[src/hdl/fpq_pkg.sv]
// Package with the shared types, codes and defaults of the framed packet receive queue.
package fpq_pkg;

    localparam int DEF_MAX_PAYLOAD = 32;
    localparam int DEF_QUEUE_SLOTS = 8;

    localparam int BYTE_W    = 8;
    localparam int STATUS_W  = 3;
    localparam int OUT_LEN_W = 6;
    localparam int CFG_IDX_W = 2;

    localparam logic [BYTE_W-1:0] HEADER_RESET = 8'd170;
    localparam logic [BYTE_W-1:0] FOOTER_RESET = 8'd85;

    typedef enum logic [CFG_IDX_W-1:0] {
        CFG_HEADER = 2'd0,
        CFG_FOOTER = 2'd1
    } t_cfg_idx;

    typedef enum logic {
        OP_BYTE = 1'b0,
        OP_POP  = 1'b1
    } t_opcode;

    typedef enum logic [STATUS_W-1:0] {
        ST_TAKEN   = 3'd0,
        ST_FULL    = 3'd1,
        ST_STORED  = 3'd2,
        ST_TOOLONG = 3'd3,
        ST_BADFOOT = 3'd4,
        ST_NOHDR   = 3'd5,
        ST_BYTE    = 3'd6,
        ST_EMPTY   = 3'd7
    } t_status;

    typedef enum logic [2:0] {
        PH_HUNT = 3'd0,
        PH_TYPE = 3'd1,
        PH_LEN  = 3'd2,
        PH_DATA = 3'd3,
        PH_FOOT = 3'd4
    } t_phase;

    typedef enum logic {
        POP_IDLE = 1'b0,
        POP_DATA = 1'b1
    } t_pop_state;

endpackage

[src/hdl/fpq_ram.sv]
// Generic simple dual-port RAM with one write port and one registered read port.
module fpq_ram #(
    parameter int WIDTH  = 8,
    parameter int DEPTH  = 256,
    parameter int ADDR_W = $clog2(DEPTH)
) (
    input  logic              i_clk,
    input  logic              i_we,
    input  logic [ADDR_W-1:0] i_waddr,
    input  logic [WIDTH-1:0]  i_wdata,
    input  logic              i_re,
    input  logic [ADDR_W-1:0] i_raddr,
    output logic [WIDTH-1:0]  o_rdata
);

    logic [WIDTH-1:0] r_mem [DEPTH];
    logic [WIDTH-1:0] r_rdata;

    always_ff @(posedge i_clk) begin
        if (i_we) begin
            r_mem[i_waddr] <= i_wdata;
        end
        if (i_re) begin
            r_rdata <= r_mem[i_raddr];
        end
    end

    assign o_rdata = r_rdata;

endmodule

[src/hdl/framed_packet_receive_queue_top.sv]
// Top level of the framed packet receive queue: frame parser, packet ring and pop sequencer.
//
// Each word offered on i_start (when o_busy is low) is either a received byte
// (opcode 0) or a pop request (opcode 1). A received byte is taken in the cycle
// it is offered and yields exactly one result in the cycle after, so bytes may
// be offered back to back. A pop of an empty queue also yields one result. A
// pop of a stored packet yields n results, where n is the payload length (one
// for a zero-length packet). The accepting cycle reads the packet's type and
// length from the slot memory and fetches the first payload byte. After it
// o_busy stays high while the pop sequencer is in its data state, each cycle of
// which passes one payload byte to the result registers while the next one is
// read; no new word is accepted until the last is passed. Results appear on the o_
// result ports for exactly one cycle each, marked by o_strobe; the receiver
// cannot stall them, so it must take every word in the cycle it is shown. The
// final result of each input carries o_last_of_run. Frames have the form
// header, type, length, payload, footer; a length above MAX_PAYLOAD or a wrong
// footer drops the frame and the parser hunts for a header again. When all
// QUEUE_SLOTS slots hold packets, a byte offered while hunting is refused.
// The header and footer values are written through the configuration port,
// which is always ready; write it only while the block is idle. Register 0 is
// the header byte and register 1 the footer byte; other indexes are ignored.
module framed_packet_receive_queue_top
    import fpq_pkg::*;
#(
    parameter int MAX_PAYLOAD = DEF_MAX_PAYLOAD,
    parameter int QUEUE_SLOTS = DEF_QUEUE_SLOTS
) (
    input  logic                 i_clk,
    input  logic                 i_rst_n,
    // Item channel
    input  logic                 i_start,
    output logic                 o_busy,
    input  logic                 i_opcode,
    input  logic [BYTE_W-1:0]    i_byte_value,
    // Result channel
    output logic                 o_strobe,
    output logic [STATUS_W-1:0]  o_status,
    output logic [BYTE_W-1:0]    o_packet_type,
    output logic [OUT_LEN_W-1:0] o_packet_length,
    output logic [BYTE_W-1:0]    o_data_byte,
    output logic                 o_last_of_run,
    // Configuration channel
    input  logic                 i_cfg_valid,
    output logic                 o_cfg_ready,
    input  logic [CFG_IDX_W-1:0] i_cfg_index,
    input  logic [BYTE_W-1:0]    i_cfg_data
);

    localparam int LEN_W     = $clog2(MAX_PAYLOAD + 1);
    localparam int SLOT_W    = $clog2(QUEUE_SLOTS);
    localparam int INFO_W    = BYTE_W + LEN_W;
    localparam int PAY_DEPTH = QUEUE_SLOTS * MAX_PAYLOAD;
    localparam int PAY_AW    = $clog2(PAY_DEPTH);

    localparam logic [SLOT_W-1:0] LAST_SLOT = SLOT_W'(QUEUE_SLOTS - 1);
    localparam logic [PAY_AW-1:0] SLOT_SPAN = PAY_AW'(MAX_PAYLOAD);
    localparam logic [BYTE_W-1:0] MAX_LEN_B = BYTE_W'(MAX_PAYLOAD);

    // Configuration registers.
    logic [BYTE_W-1:0] r_header;
    logic [BYTE_W-1:0] r_footer;

    // Parser and queue control state.
    t_phase            r_phase,       n_phase;
    logic [LEN_W-1:0]  r_count,       n_count;
    logic [LEN_W-1:0]  r_cur_len,     n_cur_len;
    logic [BYTE_W-1:0] r_cur_type,    n_cur_type;
    logic [SLOT_W-1:0] r_read_slot,   n_read_slot;
    logic [SLOT_W-1:0] r_write_slot,  n_write_slot;
    logic              r_full,        n_full;

    // Pop sequencer.
    t_pop_state        r_pop_state,   n_pop_state;
    logic [LEN_W-1:0]  r_pop_idx,     n_pop_idx;

    // Result registers.
    logic                 r_strobe,   n_strobe;
    t_status              r_status,   n_status;
    logic [BYTE_W-1:0]    r_type,     n_type;
    logic [OUT_LEN_W-1:0] r_len,      n_len;
    logic [BYTE_W-1:0]    r_data,     n_data;
    logic                 r_last,     n_last;

    // Memory ports.
    logic              info_we;
    logic [INFO_W-1:0] info_wdata;
    logic              info_re;
    logic [INFO_W-1:0] info_rdata;
    logic              pay_we;
    logic [PAY_AW-1:0] pay_waddr;
    logic              pay_re;
    logic [PAY_AW-1:0] pay_raddr;
    logic [BYTE_W-1:0] pay_rdata;

    logic              accept;
    logic              queue_empty;
    logic [PAY_AW-1:0] write_base;
    logic [PAY_AW-1:0] read_base;
    logic [LEN_W-1:0]  pop_len;
    logic [BYTE_W-1:0] pop_type;
    logic [LEN_W-1:0]  pop_idx_inc;
    logic              pop_last;
    logic [SLOT_W-1:0] write_slot_inc;
    logic [SLOT_W-1:0] read_slot_inc;

    assign accept      = i_start && !o_busy;
    assign queue_empty = (r_read_slot == r_write_slot) && !r_full;
    assign write_base  = PAY_AW'(r_write_slot) * SLOT_SPAN;
    assign read_base   = PAY_AW'(r_read_slot) * SLOT_SPAN;

    assign write_slot_inc = (r_write_slot == LAST_SLOT) ? '0 : r_write_slot + 1'b1;
    assign read_slot_inc  = (r_read_slot == LAST_SLOT) ? '0 : r_read_slot + 1'b1;

    // The slot word holds the type in its upper byte and the length below it.
    assign pop_len     = info_rdata[LEN_W-1:0];
    assign pop_type    = info_rdata[INFO_W-1:LEN_W];
    assign pop_idx_inc = r_pop_idx + 1'b1;
    assign pop_last    = (pop_len == '0) || (pop_idx_inc == pop_len);

    // Configuration writes. The port is always ready.
    assign o_cfg_ready = 1'b1;

    always_ff @(posedge i_clk) begin
        if (!i_rst_n) begin
            r_header <= HEADER_RESET;
            r_footer <= FOOTER_RESET;
        end else if (i_cfg_valid && o_cfg_ready) begin
            unique case (i_cfg_index)
                CFG_HEADER: r_header <= i_cfg_data;
                CFG_FOOTER: r_footer <= i_cfg_data;
                default:    ;
            endcase
        end
    end

    // Next state of the parser, the queue pointers and the pop sequencer.
    always_comb begin
        n_phase      = r_phase;
        n_count      = r_count;
        n_cur_len    = r_cur_len;
        n_cur_type   = r_cur_type;
        n_read_slot  = r_read_slot;
        n_write_slot = r_write_slot;
        n_full       = r_full;
        n_pop_state  = r_pop_state;
        n_pop_idx    = r_pop_idx;

        n_strobe = 1'b0;
        n_status = ST_TAKEN;
        n_type   = '0;
        n_len    = '0;
        n_data   = '0;
        n_last   = 1'b1;

        info_we    = 1'b0;
        info_wdata = {r_cur_type, LEN_W'(i_byte_value)};
        info_re    = 1'b0;
        pay_we     = 1'b0;
        pay_waddr  = write_base + PAY_AW'(r_count);
        pay_re     = 1'b0;
        pay_raddr  = read_base;

        unique case (r_pop_state)
            POP_IDLE: begin
                if (accept && (i_opcode == OP_BYTE)) begin
                    n_strobe = 1'b1;
                    unique case (r_phase)
                        PH_TYPE: begin
                            n_cur_type = i_byte_value;
                            n_phase    = PH_LEN;
                        end
                        PH_LEN: begin
                            if (i_byte_value > MAX_LEN_B) begin
                                n_status = ST_TOOLONG;
                                n_phase  = PH_HUNT;
                            end else begin
                                info_we   = 1'b1;
                                n_cur_len = LEN_W'(i_byte_value);
                                n_count   = '0;
                                n_phase   = (i_byte_value == '0) ? PH_FOOT : PH_DATA;
                            end
                        end
                        PH_DATA: begin
                            pay_we  = 1'b1;
                            n_count = r_count + 1'b1;
                            if (n_count >= r_cur_len) begin
                                n_phase = PH_FOOT;
                            end
                        end
                        PH_FOOT: begin
                            n_phase = PH_HUNT;
                            if (i_byte_value != r_footer) begin
                                n_status = ST_BADFOOT;
                            end else if (r_full) begin
                                n_status = ST_FULL;
                            end else begin
                                n_status     = ST_STORED;
                                n_write_slot = write_slot_inc;
                                n_full       = (write_slot_inc == r_read_slot);
                            end
                        end
                        default: begin
                            n_phase = PH_HUNT;
                            if (r_full) begin
                                n_status = ST_FULL;
                            end else if (i_byte_value != r_header) begin
                                n_status = ST_NOHDR;
                            end else begin
                                n_phase = PH_TYPE;
                            end
                        end
                    endcase
                end else if (accept) begin
                    if (queue_empty) begin
                        n_strobe = 1'b1;
                        n_status = ST_EMPTY;
                    end else begin
                        // Fetch the slot word and the first payload byte.
                        info_re     = 1'b1;
                        pay_re      = 1'b1;
                        n_pop_idx   = '0;
                        n_pop_state = POP_DATA;
                    end
                end
            end
            default: begin
                n_strobe = 1'b1;
                n_status = ST_BYTE;
                n_type   = pop_type;
                n_len    = OUT_LEN_W'(pop_len);
                n_data   = (pop_len == '0) ? '0 : pay_rdata;
                n_last   = pop_last;
                if (pop_last) begin
                    n_pop_state = POP_IDLE;
                    n_read_slot = read_slot_inc;
                    n_full      = 1'b0;
                end else begin
                    pay_re    = 1'b1;
                    pay_raddr = read_base + PAY_AW'(pop_idx_inc);
                    n_pop_idx = pop_idx_inc;
                end
            end
        endcase
    end

    always_ff @(posedge i_clk) begin
        if (!i_rst_n) begin
            r_phase      <= PH_HUNT;
            r_count      <= '0;
            r_read_slot  <= '0;
            r_write_slot <= '0;
            r_full       <= 1'b0;
            r_pop_state  <= POP_IDLE;
            r_strobe     <= 1'b0;
        end else begin
            r_phase      <= n_phase;
            r_count      <= n_count;
            r_read_slot  <= n_read_slot;
            r_write_slot <= n_write_slot;
            r_full       <= n_full;
            r_pop_state  <= n_pop_state;
            r_strobe     <= n_strobe;
        end
    end

    // Payload and result registers need no reset.
    always_ff @(posedge i_clk) begin
        r_cur_len  <= n_cur_len;
        r_cur_type <= n_cur_type;
        r_pop_idx  <= n_pop_idx;
        r_status   <= n_status;
        r_type     <= n_type;
        r_len      <= n_len;
        r_data     <= n_data;
        r_last     <= n_last;
    end

    // Slot memory: type and length of each stored packet.
    fpq_ram #(
        .WIDTH (INFO_W),
        .DEPTH (QUEUE_SLOTS),
        .ADDR_W(SLOT_W)
    ) u_info_ram (
        .i_clk  (i_clk),
        .i_we   (info_we),
        .i_waddr(r_write_slot),
        .i_wdata(info_wdata),
        .i_re   (info_re),
        .i_raddr(r_read_slot),
        .o_rdata(info_rdata)
    );

    // Payload memory: MAX_PAYLOAD bytes per slot.
    fpq_ram #(
        .WIDTH (BYTE_W),
        .DEPTH (PAY_DEPTH),
        .ADDR_W(PAY_AW)
    ) u_payload_ram (
        .i_clk  (i_clk),
        .i_we   (pay_we),
        .i_waddr(pay_waddr),
        .i_wdata(i_byte_value),
        .i_re   (pay_re),
        .i_raddr(pay_raddr),
        .o_rdata(pay_rdata)
    );

    assign o_busy          = (r_pop_state != POP_IDLE);
    assign o_strobe        = r_strobe;
    assign o_status        = r_status;
    assign o_packet_type   = r_type;
    assign o_packet_length = r_len;
    assign o_data_byte     = r_data;
    assign o_last_of_run   = r_last;

endmodule
[config.mk]
export PLATFORM = sky130hd
export DESIGN_NAME = framed_packet_receive_queue_top
export DESIGN_NICKNAME = d
export VERILOG_FILES = /design/src/hdl/fpq_pkg.sv /design/src/hdl/fpq_ram.sv /design/src/hdl/framed_packet_receive_queue_top.sv
export SDC_FILE = /design/constraint.sdc
export NUM_CORES = 2
export LEC_CHECK = 0
export BUFFER_PORTS_ARGS = -buffer_cell sky130_fd_sc_hd__buf_2
export CORE_MARGIN = 5
export CORE_UTILIZATION = 60
export CTS_CLUSTER_DIAMETER = 30
export DETAILED_ROUTE_END_ITERATION = 6
export PLACE_DENSITY = 0.76
export SETUP_SLACK_MARGIN = 0.1
export SLEW_MARGIN = 10
export SYNTH_ARGS = -nofsm -noshare
export SYNTH_HDL_FRONTEND = slang
export SYNTH_SLANG_ARGS = --single-unit
[constraint.sdc]
create_clock -name i_clk -period 4.7 [get_ports i_clk]
set_clock_uncertainty 0.2 [all_clocks]
set_input_delay 0.94 -clock i_clk [delete_from_list [all_inputs] [get_ports i_clk]]
set_output_delay 0.94 -clock i_clk [all_outputs]
set_load 0.1 [all_outputs]
== After elaboration in Yosys (flattened, before gate mapping) ==
Memories as Yosys holds them, arrays and structs flattened. A register that Yosys moved wholly into a read port is not among the register bits.
Cells that the tools add are included.

* Add/sub/neg operators: 6
* Order comparisons: 2
* Equality and inequality tests: 19
* Muxes and demuxes: 53
* Bitwise logic cells: 5
* Reductions and logical operators: 25

{| class="wikitable"
|+ Operators by type and width
! cell !! count
|-
| $mux 6 || 6
|-
| $mux 3 || 11
|-
| $mux 1 || 29
|-
| $add 8x6->8 || 2
|-
| $mux 8 || 2
|-
| $ne 8x8->1 || 2
|-
| $reduce_and 4->1 || 4
|-
| $add 6x1->6 const B || 2
|-
| $ne 2x2->1 const B || 6
|-
| $pmux 3 s4 || 1
|-
| $pmux 6 s2 || 1
|-
| $eq 3x3->1 const B || 3
|-
| $pmux 3 s3 || 1
|-
| $gt 8x6->1 const B || 1
|-
| $logic_not 8->1 || 1
|-
| $reduce_bool 2->1 || 4
|-
| $add 3x1->3 const B || 2
|-
| $eq 3x2->1 const B || 2
|-
| $eq 3x3->1 || 2
|-
| $eq 6x6->1 || 1
|-
| $ge 6x6->1 || 1
|-
| $logic_not 6->1 || 1
|-
| $reduce_and 2->1 || 3
|-
| $reduce_and 3->1 || 2
|-
| 11 further kinds || 20
|}

* Register bits after elaboration: 80
* RAM bits: 2160
* Logic and storage cells: 129
* Memories: 2

{| class="wikitable"
|+ Memories
! name !! depth !! bits a word !! rd ports !! clocked after Yosys merged registers in !! write ports !! line !! RTL
|-
| u_payload_ram.r_mem || 256 || 8 || 1 || 1 || 1 || fpq_ram.sv:16 || <nowiki>logic [WIDTH-1:0] r_mem [DEPTH];</nowiki>
|-
| u_info_ram.r_mem || 8 || 14 || 1 || 1 || 1 || fpq_ram.sv:16 ||
|}

== Longest topological paths before layout ==
* Depth after elaboration: 8
* Gate-level depth with buffers: 17

== Hierarchy ==
From an unflattened synthesis, not the netlist that was laid out.

* Cell total of the unflattened synthesis: 4288
* Area total of the unflattened synthesis: 88168.3 µm²

{| class="wikitable"
|+ Modules (own cells, without submodules)
! module !! times used !! cells an instance !! area an instance (µm²)
|-
| fpq_ram at u_payload_ram || 1 || 3733 || 79636.4
|-
| fpq_ram at u_info_ram || 1 || 188 || 4775.8
|-
| framed_packet_receive_queue_top || 1 || 367 || 3756.1
|}

== Worst setup path before layout ==
OpenSTA, ideal clock, no wires.

* Kind: input to register
* Start point: input port i_byte_value[0]
* End point: memory u_info_ram.r_mem[1][0] (netlist name) (enable)
* Data arrival time: 3.263 ns
* Data required time: 4.097 ns
* Path slack: 0.834 ns
* Cell stages on the path: 7
* Cell sequence: nor4_1 nand2_1 o31a_1 or3_1 nor2_1 nand2_1 nor3_1

* Cells in the longest elaborated chain, start to end: 7

{| class="wikitable"
|+ RTL lines
! what !! line !! RTL
|-
| start, declared || framed_packet_receive_queue_top.sv:34 || <nowiki>input logic [BYTE_W-1:0] i_byte_value,</nowiki>
|-
| $gt 8x6->1 || framed_packet_receive_queue_top.sv:173 || <nowiki>if (i_byte_value > MAX_LEN_B) begin</nowiki>
|-
| $mux 1 || framed_packet_receive_queue_top.sv:173 ||
|-
| $mux 1 || framed_packet_receive_queue_top.sv:167 || <nowiki>unique case (r_phase)</nowiki>
|-
| $mux 1 || framed_packet_receive_queue_top.sv:165 || <nowiki>if (accept && (i_opcode == OP_BYTE)) begin</nowiki>
|-
| $mux 1 || framed_packet_receive_queue_top.sv:163 || <nowiki>unique case (r_pop_state)</nowiki>
|-
| $mux 1 || fpq_ram.sv:20 || <nowiki>if (i_we) begin</nowiki>
|-
| $mux 1 (implied by the code) || fpq_ram.sv:21 || <nowiki>r_mem[i_waddr] <= i_wdata;</nowiki>
|-
| end, declared || fpq_ram.sv:16 ||
|}

No other way between the ends.

== Final worst setup path ==
* Start point: register r_pop_idx[0]
* End point: register u_payload_ram.r_rdata[7], in the netlist u_payload_ram.o_rdata[7], read port of u_payload_ram.r_mem, data pin

* Cells in the longest elaborated chain, start to end: 5
* Elaborated cells on any way between the ends: 8
* Classes of those cells: add/sub (2); eq/ne (1); mux (4); reduce/logical (1)

{| class="wikitable"
|+ RTL lines
! what !! line !! RTL
|-
| start, declared || framed_packet_receive_queue_top.sv:74 || <nowiki>logic [LEN_W-1:0] r_pop_idx, n_pop_idx;</nowiki>
|-
| start signal, assigned || framed_packet_receive_queue_top.sv:270 || <nowiki>r_pop_idx <= n_pop_idx;</nowiki>
|-
| $add 6x1->6 (*) || framed_packet_receive_queue_top.sv:117 || <nowiki>assign pop_idx_inc = r_pop_idx + 1'b1;</nowiki>
|-
| net pop_idx_inc[1] || framed_packet_receive_queue_top.sv:101 || <nowiki>logic [LEN_W-1:0] pop_idx_inc;</nowiki>
|-
| branches (longest 4 deep; another with $add 8x6->8) || -- ||
|-
| end, declared || fpq_ram.sv:17 || <nowiki>logic [WIDTH-1:0] r_rdata;</nowiki>
|}

Mark *: on every way through the listed nets, which the timed path passes.
A chain may end at the register's enable or synchronous reset.

==> metrics <==
Crit path arrival time 5120 ps; Ys Warns 0; Setup-failing EPs final 0; Leak 42.1 nW; Final Cycle Share 0.992; Area contributors post-synth edfxtp_1, mux2i_1, a22oi_1, nand3_1, dfxtp_1; clock latency on the worst-skew pair 970 ps; violated checks design-rule violations; fin nets 5909; Bufs on Longest Clock Path 4; final WL 246000 um; CTS Buf Count 403; Synth area leader edfxtp_1; 1st-iter DRT viols 7928; iteration count of the initial detailed-routing pass 7; Worst Path Max Fanout 50; Cell Rows 142; Setup crit start kind flip-flop; syn nets 5416; Die Y 397 um; pre-CTS setup slack -401 ps; pin count of the biggest net entering global routing 211; core area 149000 um2; Tot GR Track Use 0.305; Distinct cells, synth 85; Hold WS 56.1 ps; CP required 5160 ps; slowest cell on the critical path a211oi_1; synthesized instance count 5374; Max stage delay on crit path 600 ps; htree depth 5; Die W 397 um; TritonCTS clock tree done; placed wire-length estimate 137000 um; Final ANT Viol Nets 0; placed cell areas 94100 um2; CP most frequent cell buf_12; Worst Setup End Kind flip-flop; port bufs 50; first-pass GRT wire length 354000 um; critical-path cell list ha_1 -> xor2_1 -> nor2_1 -> nand4_2 -> o211ai_4 -> buf_12 -> buf_12 -> buf_12 -> mux2i_1 -> a22oi_1 -> a31oi_1 -> nand4_1 -> a211oi_1 -> buf_4 -> nor4_2; fin. max-slew vios 0; Synth top area share 0.736; P per Cell Area 473 nW/um2; layout cell share with drive strength beyond 1 0.188; #FFs+latches synth 2262; Syn Area/Cell 16.7 um2; Fill cells 8402; io pins 52; most frequent cells in the layout edfxtp_1, mux2i_1, clkbuf_16; post-route cell area 108000 um2; Hold/Removal Path Class primary input to flip-flop; setup TNS 0 ps; Max-cap violations 0; unrepaired setup endpoints after global routing false; die area 158000 um2; vias 54100; initial antenna violation count 9; Initial Utilization 0.602; Overflow after GRT 0; CTS Root Cell clkbuf_16; post-synthesis sequential area ratio 0.749; Final GP Congestion 0.896; status finished with violations; Crit Path Category flip-flop to flip-flop; Max Fclk 214 MHz; clk slew on worst S/H paths 50 ps; register area 67300 um2; final worst path period need 4660 ps; Cell Area, Synth 89900 um2; slew margin rel. 0.171; Final Power 51.1 mW; Multi-input gate area 20800 um2; synthesis-to-finish area growth 20.2%; wire per inst 30.0 um; FFs w/ async S/R, synth 0; Vias/cell 6.59; Final WS setup 35.9 ps; Sink Count 2262; Worst Max-Slew Pin Slew 1240 ps; Max VDD drop 455 uV; most used flip-flop cell after synthesis edfxtp_1; Hold Violations, Final 0; most common cell after layout, fill and taps aside edfxtp_1; vias in the first global route 53700; DRC 12; Post-synth EDFFs 2202
## synthesized netlist by cell type, drive strengths merged, types with 23 or more instances
cell / n
nand4: 68
a211oi: 24
inv: 23
a21oi: 133
and2: 32
xnor2: 24
edfxtp: 2202
nand3: 250
clkbuf: 101
nor4: 42
o21ai: 27
nand2: 270
mux2i: 953
mux4: 28
a22oi: 404
dfxtp: 60
buf: 230
nor2: 302
## cells by family (layout without fill, tap and decap cells)
kind of cell	Yosys count	in the layout	synth area share
simple gates	1039	1041	0.0537
other cells	1	5	0.0000417
flops	2262	2262	0.749
fa+ha+maj	19	19	0.00264
mux	995	995	0.115
xor+xnor	44	44	0.00477
buf+inv	355	1167	0.0233
compound gates	659	659	0.0516
## flip-flops by register name (all words and copies together) (netlist names), 6 cells and up
name                   cells
r_footer                   8
u_info_ram.o_rdata        14
u_payload_ram.o_rdata      8
r_cur_type                 8
o_data_byte                8
r_header                   8
o_packet_type              8
r_cur_len                  6
u_info_ram.r_mem         112
r_pop_idx                  6
r_count                    6
u_payload_ram.r_mem     2048
o_packet_length            6
## critical path, delay by kind of cell, from the launching register on
family          cells  cell delay [ps]
xor+xnor            1              190
flops               1              440
mux                 1              340
buf+inv             4              910
compound gates      4             1180
simple gates        4              680
fa+ha+maj           1              380
## path summary, 6_finish.rpt
path | start | endpoint | slack (ps) | cells past startpoint
worst max-delay path | r_pop_idx[0] | u_payload_ram.o_rdata[7] | 40 | 15
worst min-delay path | i_cfg_data[1] | r_header[1] | 60 | 3
worst max register to register | r_pop_idx[0] | u_payload_ram.o_rdata[7] | 40 | 15
worst min register to register | u_info_ram.o_rdata[11] | o_packet_type[5] | 250 | 1
## layer usage
| metal | part of all wire | track usage |
|---|---|---|
| met2 | 0.46 | 0.464 |
| met5 | 0.00029 | 0 |
| met1 | 0.36 | 0.412 |
| met4 | 0.057 | 0.161 |
| met3 | 0.12 | 0.0790 |
## power breakdown
group | switching [mW] | total [mW] | internal, mW
sequential | 0.00724 | 22.2 | 22.2
combinational | 0.404 | 0.463 | 0.0592
clock | 9.90 | 28.5 | 18.6
## area by class of cell
type / instances / share of cell area
clock inverter: 267 / 0.0270
clock buffer: 459 / 0.0968
tap: 2016 / 0.0234
antenna: 4 / 0.0000927
timing repair buffer: 417 / 0.0361
multi-input combinational: 2759 / 0.193
inverter: 24 / 0.000834
sequential: 2262 / 0.623
## through the flow
step	util	cells
2_1_floorplan	-	5374
3_3_place_gp	0.629	7449
3_5_place_dp	0.630	7449
4_1_cts	0.720	8182
5_1_grt	0.723	8205
6_report	0.723	8208
## repair_timing
action,CTS,global route
pin swaps,0,8
resized for setup,19,19
endpoints found under the hold margin,4,0
gates cloned,0,8
setup buffers,3,14
hold buffers,4,0
endpoints found under the setup margin,8,8
(Power assumes the default switching activity.)
